$ cat config.mk
export PLATFORM = sky130hd
export DESIGN_NAME = hbp_queue
export DESIGN_NICKNAME = d
export VERILOG_FILES = /design/src/design/huffman_bit_packer_macros.svh /design/src/design/hbp_pkg.sv /design/src/design/hbp_queue.sv
export SDC_FILE = /design/constraint.sdc
export NUM_CORES = 1
export LEC_CHECK = 0
export ABC_AREA = 0
export BUFFER_PORTS_ARGS = -buffer_cell sky130_fd_sc_hd__clkbuf_2
export CAP_MARGIN = 20
export CORE_UTILIZATION = 55
export DETAILED_ROUTE_END_ITERATION = 16
export PLACE_DENSITY = 0.8
export SLEW_MARGIN = 20
export SYNTH_ARGS = -nofsm -noshare
export SYNTH_HDL_FRONTEND = slang
export SYNTH_SLANG_ARGS = --single-unit
$ cat constraint.sdc
create_clock -name i_clk -period 3.8 [get_ports i_clk]
set_input_delay 0.38 -clock i_clk [delete_from_list [all_inputs] [get_ports i_clk]]
set_output_delay 0.38 -clock i_clk [all_outputs]
set_load 0.01 [all_outputs]
$ cat src/design/huffman_bit_packer_macros.svh
// ---------------------------------------------------------------------------
// huffman_bit_packer_macros.svh
// Assertion macros for the Huffman bit packer.
// ---------------------------------------------------------------------------
`ifndef HUFFMAN_BIT_PACKER_MACROS_SVH
`define HUFFMAN_BIT_PACKER_MACROS_SVH

`ifndef SYNTHESIS
`define HBP_ASSERT_ALWAYS(lbl, expr) \
    lbl: assert property (@(posedge i_clk) disable iff (!i_rst_n) (expr)) \
        else $error("hbp: invariant violated");
`define HBP_ASSERT_IMPLY(lbl, ante, cons) \
    lbl: assert property (@(posedge i_clk) disable iff (!i_rst_n) (ante) |-> (cons)) \
        else $error("hbp: implication violated");
`else
`define HBP_ASSERT_ALWAYS(lbl, expr)
`define HBP_ASSERT_IMPLY(lbl, ante, cons)
`endif

`endif

$ cat src/design/hbp_pkg.sv
// ---------------------------------------------------------------------------
// hbp_pkg
// Shared types and constants of the Huffman bit packer.
// ---------------------------------------------------------------------------
package hbp_pkg;

    localparam logic [1:0] KIND_LOAD  = 2'd0;
    localparam logic [1:0] KIND_DATA  = 2'd1;
    localparam logic [1:0] KIND_FLUSH = 2'd2;

    localparam int WORD_BITS = 32;
    localparam int LEN_W     = 6;
    localparam int BYTE_BITS = 8;
    localparam int SYM_BITS  = 8;

    localparam int Q_DEPTH = 2;
    localparam int Q_PTR_W = 1;
    localparam int Q_CNT_W = 2;

    // one queued transaction for the packer
    typedef struct packed {
        logic                 flush;
        logic [WORD_BITS-1:0] word;
        logic [LEN_W-1:0]     len;
    } t_hbp_item;

    // packer status seen by the queue and the top level
    typedef struct packed {
        logic pop;
        logic busy;
    } t_hbp_bk_stat;

endpackage

$ cat src/design/hbp_queue.sv
// ---------------------------------------------------------------------------
// hbp_queue
// Two-entry queue between the lookup front and the bit packer.
// ---------------------------------------------------------------------------
module hbp_queue (
    input  logic                  i_clk,
    input  logic                  i_rst_n,
    input  logic                  i_push,
    input  hbp_pkg::t_hbp_item    i_item,
    output logic                  o_ready,
    output logic                  o_valid,
    output hbp_pkg::t_hbp_item    o_item,
    input  hbp_pkg::t_hbp_bk_stat i_bk_stat
);

    hbp_pkg::t_hbp_item            r_mem [hbp_pkg::Q_DEPTH];
    logic [hbp_pkg::Q_PTR_W-1:0]   r_wr_ptr;
    logic [hbp_pkg::Q_PTR_W-1:0]   r_rd_ptr;
    logic [hbp_pkg::Q_CNT_W-1:0]   r_count;
    logic                          wr_en;
    logic                          rd_en;

    assign o_ready = (r_count != hbp_pkg::Q_CNT_W'(hbp_pkg::Q_DEPTH));
    assign o_valid = (r_count != '0);
    assign o_item  = r_mem[r_rd_ptr];
    assign wr_en   = i_push && o_ready;
    assign rd_en   = i_bk_stat.pop && o_valid;

    always_ff @(posedge i_clk) begin
        if (wr_en) begin
            r_mem[r_wr_ptr] <= i_item;
        end
    end

    always_ff @(posedge i_clk) begin
        if (!i_rst_n) begin
            r_wr_ptr <= '0;
            r_rd_ptr <= '0;
            r_count  <= '0;
        end else begin
            if (wr_en) begin
                r_wr_ptr <= r_wr_ptr + 1'b1;
            end
            if (rd_en) begin
                r_rd_ptr <= r_rd_ptr + 1'b1;
            end
            unique case ({wr_en, rd_en})
                2'b10:   r_count <= r_count + 1'b1;
                2'b01:   r_count <= r_count - 1'b1;
                default: r_count <= r_count;
            endcase
        end
    end

endmodule

## Yosys cells after proc, flatten, opt, wreduce, memory -nomap -nowiden

Memories as Yosys holds them, arrays and structs flattened. A register that Yosys moved wholly into a read port is not among the register bits.
Cells that the tools add are included.

| word-level totals | value |
|---|---|
| register bits | 4 |
| RAM bits | 78 |
| input port bits | 44 |
| output and inout port bits | 41 |
| memories | 1 |

Memories:

| memory | depth | bits a word | read ports | clocked after memory_dff | wr ports | line | source |
|---|---|---|---|---|---|---|---|
| r_mem | 2 | 39 | 1 | 1 | 1 | hbp_queue.sv:16 | `hbp_pkg::t_hbp_item r_mem [hbp_pkg::Q_DEPTH];` |

| cells by class | value |
|---|---|
| add/sub/neg operators | 4 |
| equality and inequality tests | 3 |
| muxes and demuxes | 5 |
| reductions and logical operators | 4 |

Operators by type and width:

| operator | number |
|---|---|
| 2-to-1 mux 1 bit | 4 |
| one-hot mux 2 bit (2 select lines) | 1 |
| nonzero test 2 bit | 2 |
| adder 1 bit, second input constant | 2 |
| adder 2 x 1 -> 2 bit, second input constant | 1 |
| == test 2 x 1 -> 1 bit, second input constant | 1 |
| == test 2 bit, second input constant | 1 |
| logical AND 1 bit | 2 |
| != test 2 bit, second input constant | 1 |
| subtractor 2 x 1 -> 2 bit, second input constant | 1 |

## Logic depth before layout (Yosys ltp)

| logic depth | value |
|---|---|
| depth after elaboration | 4 |
| depth in mapped cells | 6 |
| mapped depth without buffers | 6 |

## Worst setup path after synthesis

OpenSTA, ideal clock, no wires.

| timing path | value |
|---|---|
| path type | register to register |
| from | register r_count[0] in the netlist's numbering |
| to | memory r_mem[1][0] in the netlist's numbering (enable) |
| library setup time | 0.400 ns |
| arrival time | 1.646 ns |
| data required time | 3.400 ns |
| path slack | 1.754 ns |
| stages on the path, launching flop included | 3 |
| period minus slack after synthesis | 2.046 ns |
| cells stage by stage | dfxtp_1 nand2b_1 and3_1 |

| between the ends | value |
|---|---|
| cells in the longest elaborated chain, start to end | 4 |

RTL lines:

| element | line | source |
|---|---|---|
| from (decl) | hbp_queue.sv:19 | `logic [hbp_pkg::Q_CNT_W-1:0] r_count;` |
| from (signal assigned) | hbp_queue.sv:48 | `2'b10: r_count <= r_count + 1'b1;` |
| from (signal assigned) | hbp_queue.sv:49 | `2'b01: r_count <= r_count - 1'b1;` |
| from (signal assigned) | hbp_queue.sv:50 | `default: r_count <= r_count;` |
| != test 2 bit | hbp_queue.sv:23 | `assign o_ready = (r_count != hbp_pkg::Q_CNT_W'(hbp_pkg::Q_DEPTH));` |
| named net o_ready | hbp_queue.sv:10 | `output logic o_ready,` |
| logical AND 1 bit | hbp_queue.sv:26 | `assign wr_en = i_push && o_ready;` |
| 2-to-1 mux 1 bit | hbp_queue.sv:30 | `if (wr_en) begin` |
| 2-to-1 mux 1 bit (not written as such) | hbp_queue.sv:31 | `r_mem[r_wr_ptr] <= i_item;` |
| to (decl) | hbp_queue.sv:16 |  |

The timed path passes the listed nets, and every way through them passes these cells.

==> results.json <==
{
  "route.detailed.drc": 0,
  "finalWirelength_um": 4550,
  "p_per_area_nw_per_um2": 638.2,
  "grt_usage": 0.1769,
  "drive_gt1_frac": 0.5726,
  "numCtsBuffers": 9,
  "yosysSeqAreaShare": 0.8036,
  "cts_num_sinks": 83,
  "fin_cells": 311,
  "rsz0062_at_grt": "false",
  "crit_type": "register to output pin",
  "core_sq_um": 5205,
  "drtIter0Drc": 54,
  "final.period_utilization": 0.5812,
  "vias_per_cell": 4.971,
  "hp-class": "input pin to register",
  "period_minus_slack_ns": 2.208,
  "synth_area_sq_um": 3039,
  "yosys_warnings": 0,
  "synth_cell_types": 21,
  "grt_pass1_wl_um": 7679,
  "cp_data_required_time_ns": 3.42,
  "clock.fmax_mhz": 452.8,
  "wire_per_inst_um": 14.63,
  "grt_max_degree": 40,
  "num_io_pins": 85,
  "finalSetupTns_ns": 0,
  "die_y_um": 76.34,
  "cts_root_buf": "clkbuf_8",
  "clk_pin_slew_worst_paths_ns": 0.07,
  "initial_core_util": 0.5839,
  "r2r_slack_ns": 1.65,
  "crit_buf_inv": 1,
  "placedCellCount": 295,
  "maxSlewViolCount": 0,
  "io_buffers": 83,
  "drv_cap": 0,
  "die_w_um": 76.34,
  "num_rows": 26,
  "cts_resized": 0,
  "grt_antenna_before_repair": 0,
  "first_global_vias": 1669,
  "nNetsFinal": 281,
  "insertedDiodeCount": 0,
  "layout_commonest_cell": "clkbuf_2",
  "worstReg2RegStart": "r_count[0]",
  "crit_arrival_ns": 1.83,
  "place_congestion": 0.6979,
  "grt.overflow.total": 0,
  "seq_area_sq_um": 2444,
  "dpl.hpwl_um": 2916,
  "cts_tree": "done",
  "postSynthCellCount": 145,
  "drt_pre_antenna_iters": 4,
  "worst_slew_pin_slew_ns": 0.9078,
  "hold_viol": 0,
  "max_stage_delay_ns": 0.92,
  "h-tree-depth": 3,
  "crit_path_top_delay_cell": "dfxtp_2",
  "area_growth_pct": 21.16,
  "peakVddDrop_mv": 0.5505,
  "startpoint_type": "register",
  "dieArea_sq_um": 5827,
  "hp-start": "i_item[7]",
  "cp_cell_sequence": "mux2_2, clkbuf_2",
  "ant_nets": 0,
  "setup_viol": 0,
  "crit_family": "flip-flops",
  "vias": 1546,
  "p_leak_nw": 1.398,
  "synth_seq_cells": 83,
  "most-common-layout-cells": "83 x clkbuf_2, 78 x edfxtp_1, 39 x mux2_2, 9 x clkbuf_8, 4 x dfxtp_1",
  "syn_area_per_cell_sq_um": 20.96,
  "hold_ws_ns": 0.2368,
  "endpoint_kind": "output pin",
  "relSlewSlack": 0.3948,
  "synth.net_count": 190,
  "clockBufferDepth": 2,
  "multi_input_area_sq_um": 571.8,
  "path_max_fanout": 39,
  "ctsHoldBuffers": 0,
  "fin_worst_skew_ns": 0.003404,
  "status": "completed",
  "cts_setup_buffers": 0,
  "n_fill_cell": 371,
  "insertion_delay_ns": 0.32
}
## per-layer routing
metal,up-vias,routed length [um],global-route usage
li1,748,-,-
met1,749,1782,0.1949
met2,42,2515,0.3180
met3,7,177,0.04192
met4,0,75,0.08846
met5,-,0,0
## kinds of logic after synthesis
logic type                 after synthesis  share of synthesized area
DFF                                     83                     0.8036
muxes                                   39                     0.1445
and+or+nand+nor                          9                    0.01812
AOI/OAI and AO/OA                        5                    0.01235
buffers and inverters                    5                   0.008644
xor gates and xnor gates                 3                   0.008647
adders and majority gates                1                   0.004116
## Yosys cell counts
| cell type | count | area (sq um) |
|---|---|---|
| xnor2_1 | 3 | 26.28 |
| edfxtp_1 | 78 | 2342 |
| nand2b_1 | 1 | 6.260 |
| mux2_2 | 39 | 439.2 |
| a21bo_2 | 1 | 10.01 |
| ha_1 | 1 | 12.51 |
| nand2_1 | 1 | 3.750 |
| o21ai_0 | 1 | 5.000 |
| buf_2 | 3 | 15.01 |
| o21a_1 | 1 | 7.510 |
| and3_1 | 1 | 6.260 |
| or3_1 | 1 | 6.260 |
| and2_1 | 1 | 6.260 |
| nand3b_1 | 1 | 7.510 |
| nor2b_1 | 2 | 12.51 |
| inv_1 | 1 | 3.750 |
| dfxtp_1 | 5 | 100.1 |
| buf_4 | 1 | 7.510 |
| or2_2 | 1 | 6.260 |
| a21boi_1 | 1 | 7.510 |
| a21boi_0 | 1 | 7.510 |
## final cells by class
class,count,area share
flip-flops and latches,83,0.6636
multi-input cells,57,0.1553
repair buffers,84,0.1148
clock buffers,12,0.03670
well taps,70,0.02379
clock inverters,4,0.004757
inverters,1,0.001019
## sequential cells by signal, summed over array words and instances (netlist names), named ones only
register	count
r_rd_ptr	1
r_wr_ptr	1
r_mem	78
r_count	2
## report_power, final
group	internal [mW]	total [mW]	leakage (nW)	switching [mW]
logic	0.315	0.598	0.547	0.283
registers	1.16	1.26	0.771	0.0974
clock network	0.232	0.496	0.0792	0.265
## worst reg2reg max path: cells and delay by family, from the launching register on
| kind | cells | cell delay (ns) |
|---|---|---|
| buffers and inverters | 2 | 1.06 |
| AND/OR/NAND/NOR | 2 | 0.34 |
| flip-flops | 1 | 0.43 |
## final timing paths
path                        to  cells after the start
setup / recovery    o_item[19]                      2
hold / removal     r_mem[1][7]                      1
setup reg to reg  r_mem[0][26]                      4
hold reg to reg     r_count[1]                      2
## stage by stage
step | power, mW | utilization | area [sq um] | setup slack (ns)
after floorplan | 1.651 | - | 3039 | 1.754
after global placement | 1.869 | 0.6781 | 3530 | 1.703
after detailed placement | 1.885 | 0.6781 | 3530 | 1.623
after CTS | 2.383 | 0.7075 | 3682 | 1.539
after global routing | 2.470 | 0.7075 | 3682 | 1.463
final | 2.350 | 0.7075 | 3682 | 1.592
Power figures use the tool's default switching activity.
