--- src/design/huffman_bit_packer_macros.svh ---
// ---------------------------------------------------------------------------
// huffman_bit_packer_macros.svh
// Assertion macros for the Huffman bit packer.
// ---------------------------------------------------------------------------
`ifndef HUFFMAN_BIT_PACKER_MACROS_SVH
`define HUFFMAN_BIT_PACKER_MACROS_SVH

`ifndef SYNTHESIS
`define HBP_ASSERT_ALWAYS(lbl, expr) \
    lbl: assert property (@(posedge i_clk) disable iff (!i_rst_n) (expr)) \
        else $error("hbp: invariant violated");
`define HBP_ASSERT_IMPLY(lbl, ante, cons) \
    lbl: assert property (@(posedge i_clk) disable iff (!i_rst_n) (ante) |-> (cons)) \
        else $error("hbp: implication violated");
`else
`define HBP_ASSERT_ALWAYS(lbl, expr)
`define HBP_ASSERT_IMPLY(lbl, ante, cons)
`endif

`endif

--- src/design/hbp_pkg.sv ---
// ---------------------------------------------------------------------------
// hbp_pkg
// Shared types and constants of the Huffman bit packer.
// ---------------------------------------------------------------------------
package hbp_pkg;

    localparam logic [1:0] KIND_LOAD  = 2'd0;
    localparam logic [1:0] KIND_DATA  = 2'd1;
    localparam logic [1:0] KIND_FLUSH = 2'd2;

    localparam int WORD_BITS = 32;
    localparam int LEN_W     = 6;
    localparam int BYTE_BITS = 8;
    localparam int SYM_BITS  = 8;

    localparam int Q_DEPTH = 2;
    localparam int Q_PTR_W = 1;
    localparam int Q_CNT_W = 2;

    // one queued transaction for the packer
    typedef struct packed {
        logic                 flush;
        logic [WORD_BITS-1:0] word;
        logic [LEN_W-1:0]     len;
    } t_hbp_item;

    // packer status seen by the queue and the top level
    typedef struct packed {
        logic pop;
        logic busy;
    } t_hbp_bk_stat;

endpackage

--- src/design/hbp_back.sv ---
// ---------------------------------------------------------------------------
// hbp_back
// Bit packer: shifts code bits into the byte accumulator and emits one
// byte per cycle, while the output is ready, through an output register.
// ---------------------------------------------------------------------------
module hbp_back (
    input  logic                  i_clk,
    input  logic                  i_rst_n,
    input  logic                  i_item_valid,
    input  hbp_pkg::t_hbp_item    i_item,
    output hbp_pkg::t_hbp_bk_stat o_stat,
    output logic                  o_valid,
    input  logic                  i_ready,
    output logic [7:0]            o_data,
    output logic                  o_last
);

    typedef enum logic [1:0] {
        ST_IDLE = 2'b01,
        ST_RUN  = 2'b10
    } t_bk_state;

    t_bk_state                     r_state, n_state;
    logic [6:0]                    r_acc, n_acc;
    logic [2:0]                    r_pend, n_pend;
    logic [hbp_pkg::WORD_BITS-1:0] r_sh, n_sh;
    logic [hbp_pkg::LEN_W-1:0]     r_rem, n_rem;
    logic                          r_out_valid, n_out_valid;
    logic [7:0]                    r_out_data, n_out_data;
    logic                          r_out_last, n_out_last;

    logic                          out_free;
    logic                          pop;
    logic [3:0]                    need;
    logic [14:0]                   window;
    logic [hbp_pkg::LEN_W-1:0]     rem_after;
    logic [14:0]                   pad_word;

    assign out_free  = !r_out_valid || i_ready;
    assign need      = 4'(hbp_pkg::BYTE_BITS) - {1'b0, r_pend};
    assign window    = {r_acc, r_sh[hbp_pkg::WORD_BITS-1 -: 8]};
    assign rem_after = r_rem - {2'b00, need};
    assign pad_word  = {8'b0, r_acc} << (4'(hbp_pkg::BYTE_BITS) - {1'b0, r_pend});

    always_comb begin
        n_state     = r_state;
        n_acc       = r_acc;
        n_pend      = r_pend;
        n_sh        = r_sh;
        n_rem       = r_rem;
        n_out_valid = r_out_valid && !i_ready;
        n_out_data  = r_out_data;
        n_out_last  = r_out_last;
        pop         = 1'b0;
        unique case (r_state)
            ST_IDLE: begin
                if (i_item_valid) begin
                    if (!i_item.flush) begin
                        pop     = 1'b1;
                        n_sh    = i_item.word <<
                                  (hbp_pkg::LEN_W'(hbp_pkg::WORD_BITS) - i_item.len);
                        n_rem   = i_item.len;
                        n_state = ST_RUN;
                    end else if (r_pend == '0) begin
                        pop    = 1'b1;
                        n_acc  = '0;
                    end else if (out_free) begin
                        pop         = 1'b1;
                        n_out_valid = 1'b1;
                        n_out_data  = pad_word[7:0];
                        n_out_last  = 1'b1;
                        n_acc       = '0;
                        n_pend      = '0;
                    end
                end
            end
            ST_RUN: begin
                if (r_rem >= {2'b00, need}) begin
                    if (out_free) begin
                        n_out_valid = 1'b1;
                        n_out_data  = 8'(window >> r_pend);
                        n_out_last  = (rem_after < hbp_pkg::LEN_W'(hbp_pkg::BYTE_BITS));
                        n_acc       = '0;
                        n_pend      = '0;
                        n_sh        = r_sh << need;
                        n_rem       = rem_after;
                        if (rem_after == '0) begin
                            n_state = ST_IDLE;
                        end
                    end
                end else begin
                    // keep the leftover code bits for the next transaction
                    n_acc   = 7'(window >> (4'(hbp_pkg::BYTE_BITS) - {1'b0, r_rem[2:0]}));
                    n_pend  = r_pend + r_rem[2:0];
                    n_rem   = '0;
                    n_state = ST_IDLE;
                end
            end
            default: begin
                n_state = ST_IDLE;
            end
        endcase
    end

    always_ff @(posedge i_clk) begin
        r_sh       <= n_sh;
        r_rem      <= n_rem;
        r_out_data <= n_out_data;
        r_out_last <= n_out_last;
    end

    always_ff @(posedge i_clk) begin
        if (!i_rst_n) begin
            r_state     <= ST_IDLE;
            r_acc       <= '0;
            r_pend      <= '0;
            r_out_valid <= 1'b0;
        end else begin
            r_state     <= n_state;
            r_acc       <= n_acc;
            r_pend      <= n_pend;
            r_out_valid <= n_out_valid;
        end
    end

    assign o_stat.pop  = pop;
    assign o_stat.busy = (r_state == ST_RUN);
    assign o_valid     = r_out_valid;
    assign o_data      = r_out_data;
    assign o_last      = r_out_last;

endmodule

--- config.mk ---
export PLATFORM = sky130hd
export DESIGN_NAME = hbp_back
export DESIGN_NICKNAME = d
export VERILOG_FILES = /design/src/design/huffman_bit_packer_macros.svh /design/src/design/hbp_pkg.sv /design/src/design/hbp_back.sv
export SDC_FILE = /design/constraint.sdc
export NUM_CORES = 1
export LEC_CHECK = 0
export ABC_AREA = 1
export BUFFER_PORTS_ARGS = -buffer_cell sky130_fd_sc_hd__buf_2
export CORE_UTILIZATION = 30
export DETAILED_ROUTE_END_ITERATION = 7
export PLACE_DENSITY = 0.56
export SYNTH_ARGS = -nofsm -noshare
export SYNTH_HDL_FRONTEND = slang
export SYNTH_SLANG_ARGS = --single-unit
--- constraint.sdc ---
create_clock -name i_clk -period 10.1 [get_ports i_clk]
set_clock_uncertainty 0.05 [all_clocks]
set_input_delay 3.03 -clock i_clk [delete_from_list [all_inputs] [get_ports i_clk]]
set_output_delay 3.03 -clock i_clk [all_outputs]
set_load 0.01 [all_outputs]
[Word-level counts from Yosys, hierarchy flattened]
Index checks and enable logic that the tools add are counted.
Storage, ports and cells
  register bits after elaboration: 60
  output and inout bits: 12
Cells by class
  add/sub/neg operators: 5
  order comparisons: 2
  equality and inequality tests: 11
  shift-type cells: 5
  multiplexer cells: 53
  reductions and logical operators: 13
Operators by type and width (number)
  2-to-1 mux 32 bit: 4
  one-hot mux 32 bit (2 select lines): 1
  2-to-1 mux 8 bit: 6
  2-to-1 mux 7 bit: 5
  << shifter 32 x 4 -> 32 bit: 1
  << shifter 32 x 6 -> 32 bit: 1
  2-to-1 mux 6 bit: 4
  2-to-1 mux 1 bit: 16
  one-hot mux 8 bit (2 select lines): 1
  2-to-1 mux 3 bit: 5
  right shift 15 x 3 -> 8 bit: 1
  right shift 15 x 4 -> 7 bit: 1
  one-hot mux 7 bit (2 select lines): 1
  one-hot mux 6 bit (2 select lines): 1
  AND reduction 4 bit: 3
  2-to-1 mux 2 bit: 5
  != test 2 bit (second input constant): 5
  << shifter 7 x 4 -> 8 bit: 1
  subtractor 4 x 3 -> 4 bit (first input constant): 2
  AND reduction 7 bit: 1
  >= comparator 6 x 4 -> 1 bit: 1
  zero test 6 bit: 1
  less-than comparator 6 x 4 -> 1 bit (second input constant): 1
  one-hot mux 3 bit (2 select lines): 1
  other kinds (17): 20

[Longest topological paths before layout]
Gate-level depths: netlist of run 1.
  word-level depth: 7
  mapped depth: 22
  mapped depth without buffers: 17

[Worst setup path after synthesis of run 1]
No wires, ideal clock.
  path kind: input to output
  from: input port i_ready
  to: output port o_stat[1] (netlist name)
  arrival time: 3696 ps
  required time: 7020 ps
  setup slack: 3324 ps
  cell stages on the path: 4
  buffers on the path: 2
  path through: nor2_1 > clkbuf_1 > a311oi_1 > buf_4
Between the ends
  longest elaborated chain between the ends: 6
Ends and longest elaborated chain
  start, declared: line hbp_back.sv:13  | input logic i_ready,
  logical OR 1 bit: line hbp_back.sv:39  | assign out_free = !r_out_valid || i_ready;
  2-to-1 mux 1 bit: line hbp_back.sv:67  | end else if (out_free) begin
  2-to-1 mux 1 bit: line hbp_back.sv:64  | end else if (r_pend == '0) begin
  2-to-1 mux 1 bit: line hbp_back.sv:58  | if (!i_item.flush) begin
  2-to-1 mux 1 bit: line hbp_back.sv:57  | if (i_item_valid) begin
  2-to-1 mux 1 bit: line hbp_back.sv:55  | unique case (r_state)
  end, declared: line hbp_back.sv:11  | output hbp_pkg::t_hbp_bk_stat o_stat,
No other way between the ends.

==> impl_results.md, run 1 <==
* Status: completed
* Commonest non-fill, non-tap cell in the layout: nand2_1
* Hold path depth at 2
* Drc violations at 0
* Chip width at 151 um
* Worst Setup End Kind: output pin
* Fmax achieved at 0.141 GHz
* Worst r2r dst: o_data[1]$_DFFE_PP_
* Period utilization at 0.701
* CTS clk-pin slew, worst paths at 0.06 ns
* Synth cell types at 53
* Cell Rows at 54
* Final-report max-slew violation count at 0
* Gate Count Post-Synth at 1099
* Synth area leaders: nand2_1, edfxtp_1, o21ai_0
* Yosys warnings at 0
* Core region area at 0.0218 mm^2
* Final hold vios at 0
* Fill cells at 2505
* Final HPWL from detailed placement at 15.4 mm
* Final wirelength at 19.8 mm
* Ys async rst share at 0
* Fin Setup TNS at 0 ns
* Setup WS post-layout at 3.02 ns
* Gr usage total at 0.183
* Hold WC Path Type: reg -> reg
* Number of global-route vias before repair at 6435
* R2R cell count at 14
* Port buffer count at 54
* Post-synth net total at 1154
* DR vias/cell at 5.13
* Pwr dens at 270 mW/mm^2
* Internal reg-to-reg setup slack at 5.45 ns
* TritonCTS sink count at 60
* Leading area contributor after synthesis: nand2_1
* Initial antenna violation count at 0
* Die area at 0.0227 mm^2
* Overflow after GRT at 0
* Post-CTS Resized at 0
* HP Start: r_state[1]$_SDFFE_PN0P_
* Drt wl/cell at 14.3 um
* DRT Pass-1 Iters at 5
* Post-synthesis cell area at 0.00663 mm^2
* Antenna cells at 0
* Post-synth EDFFs at 47
* DRT antenna net count at 0
* WS Path Type: in -> out
* Synthesized flop and latch total at 60
* Layout cells sized above 1 at 0.102
* Worst Tran Pin Value at 0.972 ns
* Worst skew pair latency at 0.35 ns
* Nets at 1161
* RD Place Congestion at 0.858
* Chip Height at 151 um
* Layout area overhead at 10.5%
* Top_reg_cell synth: edfxtp_1
* Cts hold-fix bufs at 0
* Syn_area_per_cell at 6.04 um^2
* 1st-iter DRT viols at 537
* Post-synth top area share at 0.228
* Worst EP arrival at 4.00 ns
* RSZ-0062 raised after global routing: false
* Critical path required time at 7.02 ns
* Deepest clock path buffer count at 2
* # IOs at 55
* Max-cap viol count at 0
* CTS H-tree lvls at 3
* Post-CTS Setup Repair Bufs at 0
* Critical Path Start: i_ready
* Minimum clock period at 7.08 ns
* Largest net degree at the start of global routing at 63
* Num CTS Buffers at 9
* Endpoint of the worst hold path: r_state[1]$_SDFFE_PN0P_
* Leakage at 3.18 nW
* Setup WS pre-CTS at 3.02 ns
* Initial Util at 0.305
* Slew margin rel. at 0.351
* Clock root buffer master: clkbuf_16
* CTS tree: done
* Most frequent cells in the layout: nand2_1, o21ai_0, nand3_1, inv_1, buf_2
* Vias at 7132
* Pwr Total at 1.98 mW
* Worst VDD drop at 0.117 mV
* Global-route wire length before repair at 32.8 mm
* Crit-path max FO at 11
* Min Hold Slack at 0.453 ns
* Final setup violation count at 0
* Setup crit start kind: input port
* Critical register-to-register path startpoint: r_pend[1]$_SDFFE_PN0P_
* Sequential-to-total area share from yosys stat at 0.252
## synthesized netlist by cell type (2+ instances only)
master,count
inv_1,74
nand2_2,4
a32o_1,3
nand4_1,17
clkbuf_1,24
dfxtp_1,13
nor2_2,2
xor2_1,2
nand3b_1,3
buf_1,6
a22oi_1,4
a21boi_0,2
a21oi_1,22
inv_2,8
a21oi_2,2
buf_4,3
nor2_1,53
o211ai_1,21
o21ai_0,172
nand3_1,105
nand2_1,403
fa_1,2
nor3_1,4
o22ai_1,3
o21ai_1,8
ha_1,10
a22o_1,2
buf_2,35
o311ai_0,3
or2_2,6
o21a_1,6
a221oi_1,3
edfxtp_1,47
mux2i_1,6
and2_1,3
## where the power goes
| group | leakage (nW) | internal, mW | total (mW) | switching, mW |
|---|---|---|---|---|
| clock network | 0.150 | 0.201 | 0.316 | 0.115 |
| registers | 0.561 | 0.430 | 0.528 | 0.0975 |
| logic | 2.47 | 0.348 | 1.13 | 0.787 |
## worst max-delay path by stage
| stage | cells past startpoint | to | slack (ns) |
|---|---|---|---|
| 2_1_floorplan | 4 | o_stat[1] | 3.32 |
| 3_3_place_gp | 4 | o_stat[1] | 3.03 |
| 6_report | 4 | o_stat[1] | 3.02 |
| 3_5_place_dp | 4 | o_stat[1] | 3.02 |
| 5_1_grt | 4 | o_stat[1] | 2.84 |
| 4_1_cts | 4 | o_stat[1] | 3.02 |
## worst max-delay path, stage by stage
cell,delay [ns]
buf_2,0.09
nor2_1,0.53
a311oi_1,0.17
buf_2,0.18
## through the flow
| step | instance area [um^2] | utilization | cells |
|---|---|---|---|
| after floorplan | 6630 | - | 1099 |
| after detailed placement | 7020 | 0.323 | 1375 |
| after global placement | 7020 | 0.323 | 1375 |
| after CTS | 7330 | 0.337 | 1391 |
| final | 7330 | 0.337 | 1391 |
| after global routing | 7330 | 0.337 | 1391 |
## state kept, by name (all words and copies together), names as in the netlist
name and count:
r_state 2, o_last 1, r_rem 6, r_sh 32
r_pend 3, o_data 8, o_valid 1, r_acc 7
## routing by layer
layer	global-route usage	wire length (um)
met5	0	0
met4	0.0645	423
met3	0.0206	817
met1	0.270	10100
met2	0.271	8490
## logic make-up after synthesis
group | share of synthesized area
AO/OA/AOI/OAI | 0.218
multiplexers | 0.00906
AND/OR/NAND/NOR | 0.394
adder cells (fa/ha/maj) | 0.0249
buffers and inverters | 0.0938
XOR/XNOR | 0.00887
flip-flops | 0.252
## final cells by class
| cell class | instances | area [um^2] | share of cell area |
|---|---|---|---|
| flip-flops and latches | 60 | 1670 | 0.228 |
| repair buffers | 64 | 345 | 0.0471 |
| inverters | 83 | 312 | 0.0425 |
| clock inverters | 3 | 16.3 | 0.00222 |
| multi-input cells | 888 | 4340 | 0.592 |
| clock buffers | 13 | 293 | 0.0399 |
| well taps | 280 | 350 | 0.0478 |
Note: power is estimated with default switching activity, not from simulation.
==> run 2: changes to the inputs <==
ABC_AREA = 0   (was 1)
PLACE_DENSITY = 0.57   (was 0.56)
clock period = 5.8 ns   (was 10.1 ns; I/O delays follow)
==> impl_results.md, run 2 <==
* Initial Util at 0.309 (+0.00373)
* Gate Count Post-Synth at 794 (-28%)
* Worst skew pair latency at 0.34 ns (about the same)
* Drt wl/cell at 17.8 um (+25%)
* Post-synth top area share at 0.201 (-0.0273)
* Post-synthesis cell area at 0.00703 mm^2 (+6.0%)
* Internal reg-to-reg setup slack at 1.68 ns (-3.77 ns)
* Yosys warnings at 0 (unchanged)
* Synth cell count leaders: mux2i_1, nand2_1, nor2_1
* M3 GR Usage at 0.0212 (+0.000564)
* Drc violations at 0 (unchanged)
* # IOs at 55 (unchanged)
* Core region area at 0.0228 mm^2 (+4.7%)
* RD Place Congestion at 0.864 (+0.71%)
* CTS H-tree lvls at 3 (unchanged)
* CTS clk-pin slew, worst paths at 0.05 ns (about the same)
* Worst path slowest cell: nor2b_1
* CTS tree: done
* Commonest non-fill, non-tap cell in the layout: mux2i_1
* Max reg flops at 32 (unchanged)
* Chip Height at 155 um (+2.9%)
* 1st-iter DRT viols at 537 (unchanged)
* Area occupied by multi-input gates at 0.00497 mm^2 (+14%)
* Final HPWL from detailed placement at 15.0 mm (-2.9%)
* Crit-path max FO at 5 (-6)
* Clock root buffer master: clkbuf_16
* Pwr dens at 221 mW/mm^2 (-18%)
* Worst Tran Pin Value at 1.04 ns (+0.0720 ns)
* Fin Setup TNS at 0 ns (unchanged)
* TritonCTS sink count at 60 (unchanged)
* Antenna cells at 0 (unchanged)
* CP Cell Sequence: buf_2 -> nor2b_1 -> a21oi_1 -> buf_2
* Largest net degree at the start of global routing at 58 (-7.9%)
* Chip width at 155 um (+2.9%)
* Post-CTS Resized at 0 (unchanged)
* Overflow after GRT at 0 (unchanged)
* Minimum clock period at 4.22 ns
* Synth cell types at 77 (+45%)
* Cts hold-fix bufs at 0 (unchanged)
* Post-synth net total at 849 (-26%)
* Initial antenna violation count at 0 (unchanged)
* Global-route wire length before repair at 32.0 mm (-2.5%)
* Final setup violation count at 0 (unchanged)
* Nets at 860 (-26%)
* Cell Rows at 55 (+1.9%)
* Peak per-stage delay on the critical path at 0.31 ns (-0.22 ns)
* Max-cap viol count at 0 (unchanged)
* Final-report max-slew violation count at 0 (unchanged)
* Synthesized flop and latch total at 60 (unchanged)
* Post-synth EDFFs at 47 (unchanged)
* DRT Pass-1 Iters at 5 (unchanged)
* Number of global-route vias before repair at 5821 (-9.5%)
* DR vias/cell at 5.62 (+9.6%)
* Reg area at 0.00167 mm^2 (unchanged)
* Port buffer count at 54 (unchanged)
* Most frequent cells in the layout: mux2i_1, nand2_1, nor2_1, buf_2, edfxtp_1
* Leading area contributor after synthesis: edfxtp_1
* Largest Register: r_sh
* Most frequent CP cell: buf_2
* Num CTS Buffers at 9 (unchanged)
* Die area at 0.0240 mm^2 (+5.9%)
* Fill cells at 2343 (-6.5%)
* Sequential-to-total area share from yosys stat at 0.238 (-0.0142)
* DRT antenna net count at 0 (unchanged)
* GR peak layer: met1
* M2 GR Usage at 0.241 (-0.0296)
* Gr usage total at 0.167 (-0.0159)
* Critical path required time at 4.01 ns (-3.01 ns)
* Top_reg_cell synth: edfxtp_1
* Vias at 6312 (-11%)
* Slew margin rel. at 0.299 (-0.0523)
* Worst EP arrival at 2.43 ns (-1.57 ns)
* Hold WC Path Type: reg -> reg
* Status: completed
* Layout area overhead at 10.8%
* GR Util met1 at 0.253 (-0.0177)
* Synth area leaders: edfxtp_1, mux2i_1, mux4_2
* Layout cells sized above 1 at 0.222 (+0.121)
* Period utilization at 0.727
* RSZ-0062 raised after global routing: false
* Final hold vios at 0 (unchanged)
* Post-CTS Setup Repair Bufs at 0 (unchanged)
* Leakage at 2.82 nW (-11%)
* Ys async rst share at 0 (unchanged)
* Final wirelength at 20.0 mm (+0.95%)
* Post-route core utilization at 0.342 (+0.00509)
* Count leader, synth: mux2i_1
* Syn_area_per_cell at 8.85 um^2 (+47%)
* Worst VDD drop at 0.141 mV (+20%)
* Worst Setup End Kind: output pin
* WS Path Type: in -> out
* Fmax achieved at 0.237 GHz
* Deepest clock path buffer count at 2 (unchanged)
* Setup crit start kind: input port
## run 2: cell types whose count changed after synthesis, moves of 12 or more
| cell | before | now |
|---|---|---|
| mux2_2 | 0 | 38 |
| buf_2 | 35 | 23 |
| nand2_1 | 403 | 99 |
| mux2i_1 | 6 | 103 |
| inv_1 | 74 | 17 |
| a21oi_1 | 22 | 39 |
| nand4_1 | 17 | 1 |
| o21ai_0 | 172 | 40 |
| nand3_1 | 105 | 24 |
| mux4_2 | 0 | 30 |
## run 2: worst paths after layout
check                          startpoint                 endpoint  cells past startpoint
setup / recovery                  i_ready                o_stat[1]                      4
hold / removal    r_state[0]$_SDFFE_PN1P_  r_state[0]$_SDFFE_PN1P_                      3
setup reg to reg   r_pend[1]$_SDFFE_PN0P_        r_sh[4]$_DFFE_PP_                     10
hold reg to reg   r_state[0]$_SDFFE_PN1P_  r_state[0]$_SDFFE_PN1P_                      3
## run 2: worst max-delay path, delay by kind of cell
kind                   cells  cell delay [ns]
AO/OA/AOI/OAI              1             0.11
buffers and inverters      2             0.26
AND/OR/NAND/NOR            1             0.31
## run 2: layout make-up
type                            instances  share of cell area
Clock inverter                          5             0.00369
Sequential cell                        60               0.215
Multi-Input combinational cell        640               0.638
Clock buffer                           11              0.0299
Timing Repair Buffer                   74              0.0540
Inverter                               20             0.00964
Tap cell                              313              0.0503
## run 2: per-stage QoR
stage / total power [mW] / hold WS [ns] / worst slack [ns] / std cells / cell area [um^2]
detailed placement: 1.24 / 0.572 / 1.37 / 1107 / 7530
floorplan: 1.06 / 0.452 / 0.0187 / 794 / 7030
global route: 1.81 / 0.597 / 1.35 / 1123 / 7790
global placement: 1.24 / 0.565 / 1.36 / 1107 / 7530
finish: 1.72 / 0.580 / 1.58 / 1123 / 7790
CTS: 1.72 / 0.582 / 1.57 / 1123 / 7790
## run 2: routing by layer
| layer | wire length [um] | part of all wire |
|---|---|---|
| met5 | 0 | 0 |
| met4 | 392 | 0.020 |
| met3 | 1230 | 0.061 |
| met2 | 8500 | 0.42 |
| met1 | 9890 | 0.49 |
## run 2: kinds of logic (layout without fill, tap and decap cells)
kind of cell / count (synthesis) / in the layout / share of synthesized area
and+or+nand+nor: 243 / 243 / 0.163
AOI/OAI and AO/OA: 205 / 205 / 0.198
muxes: 171 / 171 / 0.304
buffers and inverters: 94 / 110 / 0.0612
DFF: 60 / 60 / 0.238
adders and majority gates: 12 / 12 / 0.0235
xor gates and xnor gates: 9 / 9 / 0.0132
## run 2: power by group
group	total, mW	switching [mW]	internal, mW	leakage [nW]
combinational	0.647	0.373	0.274	2.14
sequential	0.593	0.0564	0.537	0.564
clock	0.481	0.196	0.286	0.123
